==> src/nps_pkg.sv <==
// nps_pkg: types, codes and widths shared by the nearest point search block
// used by nps_cell and nearest_point_search; no other dependencies
package nps_pkg;

    localparam int COORD_BITS    = 24;
    localparam int DIST_W        = 2 * COORD_BITS + 1;
    localparam int SLOT_W        = 6;
    localparam int GROUP_W       = 16;
    localparam int LINK_W        = 10;
    localparam int TABLE_DEPTH_D = 64;
    localparam int CELL_LAT      = 3;

    localparam logic [1:0] OP_CLEAR = 2'd0;
    localparam logic [1:0] OP_WRITE = 2'd1;

    localparam logic [1:0] ST_CLEARED = 2'd0;
    localparam logic [1:0] ST_WRITTEN = 2'd1;
    localparam logic [1:0] ST_FOUND   = 2'd2;
    localparam logic [1:0] ST_EMPTY   = 2'd3;

    typedef struct packed {
        logic [1:0]                    opcode;
        logic [SLOT_W-1:0]             slot;
        logic [GROUP_W-1:0]            group_index;
        logic [LINK_W-1:0]             link_index;
        logic signed [COORD_BITS-1:0]  pos_x;
        logic signed [COORD_BITS-1:0]  pos_y;
    } req_t;

    typedef struct packed {
        logic [1:0]         status;
        logic [GROUP_W-1:0] found_group;
        logic [LINK_W-1:0]  found_link;
    } rsp_t;

    typedef struct packed {
        logic                          clr;
        logic                          wr;
        logic [SLOT_W-1:0]             slot;
        logic [GROUP_W-1:0]            group;
        logic [LINK_W-1:0]             link;
        logic signed [COORD_BITS-1:0]  x;
        logic signed [COORD_BITS-1:0]  y;
    } cell_cmd_t;

    typedef struct packed {
        logic               go;
        logic               have;
        logic [DIST_W-1:0]  min_dist;
        logic [GROUP_W-1:0] group;
        logic [LINK_W-1:0]  link;
    } scan_tok_t;

    typedef enum logic [2:0] {
        S_IDLE,
        S_FILL,
        S_LAUNCH,
        S_SCAN,
        S_PUSH
    } state_t;

endpackage

==> src/nps_cell.sv <==
// nps_cell: one table slot with its own distance pipeline and a stage of the
// running-minimum chain; depends on nps_pkg
module nps_cell
    import nps_pkg::*;
#(
    parameter int CELL_ID = 0
)
(
    input  logic                          clk,
    input  logic                          rst_n,
    input  cell_cmd_t                     cmd,
    input  logic signed [COORD_BITS-1:0]  query_x,
    input  logic signed [COORD_BITS-1:0]  query_y,
    input  scan_tok_t                     tok_in,
    output scan_tok_t                     tok_out
);

    logic                          valid_reg;
    logic                          valid_next;
    logic signed [COORD_BITS-1:0]  px_reg;
    logic signed [COORD_BITS-1:0]  py_reg;
    logic [GROUP_W-1:0]            group_reg;
    logic [LINK_W-1:0]             link_reg;
    logic [COORD_BITS-1:0]         adx_reg;
    logic [COORD_BITS-1:0]         ady_reg;
    logic [COORD_BITS-1:0]         adx_next;
    logic [COORD_BITS-1:0]         ady_next;
    logic [2*COORD_BITS-1:0]       sqx_reg;
    logic [2*COORD_BITS-1:0]       sqy_reg;
    logic [DIST_W-1:0]             dist_reg;
    logic signed [COORD_BITS:0]    dx;
    logic signed [COORD_BITS:0]    dy;
    logic signed [COORD_BITS:0]    ndx;
    logic signed [COORD_BITS:0]    ndy;
    logic                          hit;
    scan_tok_t                     tok_reg;
    scan_tok_t                     tok_next;

    assign hit = cmd.wr && (32'(cmd.slot) == 32'(CELL_ID));

    always_comb
    begin
        valid_next = valid_reg;
        if (cmd.clr)
        begin
            valid_next = 1'b0;
        end
        else if (hit)
        begin
            valid_next = 1'b1;
        end
    end

    always_ff @(posedge clk or negedge rst_n)
    begin
        if (!rst_n)
        begin
            valid_reg <= 1'b0;
        end
        else
        begin
            valid_reg <= valid_next;
        end
    end

    always_ff @(posedge clk)
    begin
        if (hit)
        begin
            px_reg    <= cmd.x;
            py_reg    <= cmd.y;
            group_reg <= cmd.group;
            link_reg  <= cmd.link;
        end
    end

    // distance pipeline: abs difference, squares, sum
    always_comb
    begin
        dx       = {px_reg[COORD_BITS-1], px_reg} - {query_x[COORD_BITS-1], query_x};
        dy       = {py_reg[COORD_BITS-1], py_reg} - {query_y[COORD_BITS-1], query_y};
        ndx      = -dx;
        ndy      = -dy;
        adx_next = dx[COORD_BITS] ? ndx[COORD_BITS-1:0] : dx[COORD_BITS-1:0];
        ady_next = dy[COORD_BITS] ? ndy[COORD_BITS-1:0] : dy[COORD_BITS-1:0];
    end

    always_ff @(posedge clk)
    begin
        adx_reg  <= adx_next;
        ady_reg  <= ady_next;
        sqx_reg  <= {{COORD_BITS{1'b0}}, adx_reg} * {{COORD_BITS{1'b0}}, adx_reg};
        sqy_reg  <= {{COORD_BITS{1'b0}}, ady_reg} * {{COORD_BITS{1'b0}}, ady_reg};
        dist_reg <= {1'b0, sqx_reg} + {1'b0, sqy_reg};
    end

    // first strict minimum wins, so a later equal distance is passed over
    always_comb
    begin
        tok_next = tok_in;
        if (tok_in.go && valid_reg && (!tok_in.have || (dist_reg < tok_in.min_dist)))
        begin
            tok_next.have     = 1'b1;
            tok_next.min_dist = dist_reg;
            tok_next.group    = group_reg;
            tok_next.link     = link_reg;
        end
    end

    always_ff @(posedge clk or negedge rst_n)
    begin
        if (!rst_n)
        begin
            tok_reg <= '0;
        end
        else
        begin
            tok_reg <= tok_next;
        end
    end

    assign tok_out = tok_reg;

endmodule

==> config.mk <==
export PLATFORM = sky130hd
export DESIGN_NAME = nps_cell
export DESIGN_NICKNAME = d
export VERILOG_FILES = /design/src/nps_pkg.sv /design/src/nps_cell.sv
export SDC_FILE = /design/constraint.sdc
export NUM_CORES = 2
export LEC_CHECK = 0
export BUFFER_PORTS_ARGS = -buffer_cell sky130_fd_sc_hd__buf_2
export CAP_MARGIN = 5
export CORE_ASPECT_RATIO = 1.5
export CORE_MARGIN = 3
export CORE_UTILIZATION = 30
export DETAILED_ROUTE_END_ITERATION = 7
export PLACE_DENSITY_LB_ADDON = 0.05
export REMOVE_ABC_BUFFERS = 1
export SLEW_MARGIN = 0
export SYNTH_ARGS = -nofsm -noshare
export SYNTH_HDL_FRONTEND = slang
export SYNTH_SLANG_ARGS = --single-unit
==> constraint.sdc <==
create_clock -name clk -period 8.9 [get_ports clk]
set_clock_uncertainty 0.15 [all_clocks]
set_input_delay 1.78 -clock clk [delete_from_list [all_inputs] [get_ports clk]]
set_output_delay 1.78 -clock clk [all_outputs]
set_load 0.02 [all_outputs]
==> results.md <==
- Status: finished, final reports clean
- Final Hold Fails: 0
- Post_cts resized: 0
- Delay of the slowest critical-path stage: 1.02 ns
- First-pass GRT wire length: 219 mm
- DR iter-0 viols: 1053
- Fin crit share: 91.7%
- CTS root buffer: clkbuf_16
- CTS Buf Count: 45
- Finished Layout Cells: 7410
- Num rows: 179
- Crit path capture type: register
- TritonCTS clock tree: done
- GRT Overall Usage: 17.3%
- Synth-to-layout area growth: 11.9%
- Wirelength per Cell: 18.7 microns
- Min cycle time layout: 8.16 ns
- Place WS: 0.726 ns
- IO Pins: 286
- Final Net Count: 6846
- Synth cell types: 78
- Initial antenna violation count: 6
- Largest fanout on the critical path: 24
- Max-cap violations: 0
- Clock sinks: 343
- Vias per std cell: 4.48
- Hold WC Path Type: reg2reg
- Number of global-route vias before repair: 38100
- Port bufs: 285
- Final Wtd Congestion: 0.797
- Clock latency on the worst-skew pair: 0.65 ns
- Most common cell after layout, fill and taps aside: inv_1
- #FFs+latches synth: 343
- CORE AREA: 159000 sq um
- Asr flop ratio synth: 22.7%
- Startpoint types: register
- Least-Margin Pin Slew: 1.14 ns
- Most frequent cells in the layout: inv_1 (1295), fa_1 (845), ha_1 (501), nand2_1 (398), buf_2 (284)
- Synth Cell Area: 48100 sq um
- Largest register FFs: 77
- Final HPWL from detailed placement: 118 mm
- Gr ovfl total: 0
- Post-route setup slack: 0.738 ns
- F_max: 0.123 GHz
- Dpl cells: 7325
- Rel. slew slack: 23.7%
- Post-synth top flop: dfxtp_1
- Drc violations: 0
- Hold_buf cts: 0
- WL final: 139 mm
- Critical Path RT: 9.28 ns
- CP max-delay cell: dfxtp_1
- Fin area: 53900 sq um
- Avg Synthesized Cell Area: 9.61 sq um
- Via count: 33200
- Sequential share of the synthesized area: 16.6%
- Pre-Repair DR Iteration Count: 5
- Post-synth EDFFs: 74
- Initial Utilization: 30.3%
- Final ANT Viol Nets: 0
- Class of the most critical setup path: reg2reg
- Fin. max-slew vios: 0
- CTS max path bufs: 3
- Post-layout util: 33.9%
- Post-CTS Setup Repair Bufs: 0
- Final setup vio count: 0
- Mapped Cells: 5011
- DP Area: 52300 sq um
- YS warnings: 0
- Worst EP arrival: 8.55 ns
- Clock transition at path regs: 0.08 ns
- Share of layout cells above drive strength 1: 10.3%
- Die ar.: 165000 sq um
- Unrepaired setup endpoints after global routing: false
- Chip height: 497 microns
- Htree depth: 2
- Largest net degree at the start of global routing: 54
- Die Wd: 333 microns
- CP dominant cell by count: fa_1
per-layer routing:
layer | part of all wire, % | routed length (microns) | track usage, %
met4 | 2.2 | 3020 | 3.83
met5 | 0 | 0 | 0
met1 | 39 | 54100 | 19.4
met3 | 2.5 | 3500 | 1.57
met2 | 56 | 78300 | 34.9
cell usage after synthesis (all sizes together) (4+ instances only):
master / count / share of area [%]
nand4: 29 / 0.38
a31o: 4 / 0.073
o2111ai: 8 / 0.15
nand2: 398 / 3.1
o31ai: 12 / 0.19
nor4: 7 / 0.091
and4: 5 / 0.091
a221o: 4 / 0.083
or2: 17 / 0.22
o21bai: 21 / 0.33
a21o: 114 / 1.8
a221oi: 4 / 0.073
a211oi: 27 / 0.42
a41oi: 4 / 0.073
o31a: 4 / 0.073
fa: 845 / 35
xnor2: 144 / 2.6
nand2b: 23 / 0.30
o21a: 31 / 0.48
and3: 19 / 0.25
a31oi: 26 / 0.34
o21ai: 102 / 1.1
o211ai: 10 / 0.16
a211o: 6 / 0.11
dfxtp: 191 / 7.9
clkbuf: 120 / 0.94
nor2: 143 / 1.1
edfxtp: 74 / 4.6
nand3b: 4 / 0.062
mux2: 77 / 1.8
inv: 1295 / 10
nor2b: 36 / 0.47
or3: 17 / 0.23
nor3: 31 / 0.32
o41ai: 6 / 0.12
ha: 501 / 13
and2: 238 / 3.1
xor2: 69 / 1.3
buf: 8 / 0.075
a21oi: 162 / 1.7
a2111oi: 5 / 0.091
nand3: 41 / 0.43
dfrtp: 78 / 4.1
or4: 4 / 0.070
area by class of cell:
cell class                 count  area [sq um]
inverter                    1295          4860
fill                       16800        105000
clock buffer                  65          1390
antenna                        1          2.50
clock inverter                19           223
multi-input combinational   3245         34800
sequential                   343          8000
timing repair buffer         361          2000
tap                         2081          2600
kinds of logic after synthesis:
group,Yosys count,synth area share (%)
adder cells (fa/ha/maj),1346,48.2
AO/OA/AOI/OAI,582,7.94
buffers and inverters,1423,11.1
multiplexers,80,1.86
AND/OR/NAND/NOR,1024,10.4
flip-flops,343,16.6
XOR/XNOR,213,3.87
worst max-delay path, delay by kind of cell, from the launching register on:
family,cells,cell delay (ns)
compound gates,5,1.52
simple gates,5,0.79
buf+inv,6,0.44
xor+xnor,1,0.13
fa+ha+maj,8,3.98
flops,1,1.02
metrics by stage:
step | TNS, ns | hold slack (ns)
6_report | 0 | 0.294
3_3_place_gp | 0 | 0.296
3_5_place_dp | 0 | 0.307
4_1_cts | 0 | 0.299
2_1_floorplan | -109.59 | 0.270
5_1_grt | 0 | 0.324
path summary, 6_finish.rpt:
| check | startpoint | endpoint | slack (ns) | cells past startpoint |
|---|---|---|---|---|
| worst min register to register | sqy_reg[2] | dist_reg[2] | 0.29 | 1 |
| worst max-delay path | ady_reg[1] | sqy_reg[45] | 0.74 | 25 |
| worst min-delay path | sqy_reg[2] | dist_reg[2] | 0.29 | 1 |
| min in group asynchronous | rst_n | tok_out[7] | 0.92 | 1 |
| worst max register to register | ady_reg[1] | sqy_reg[45] | 0.74 | 25 |
| max in group asynchronous | rst_n | tok_out[71] | 6.53 | 2 |
Power is left out: the tool's default activity adds up to more than one toggle a clock period on the data nets, which glitch-free logic cannot reach.
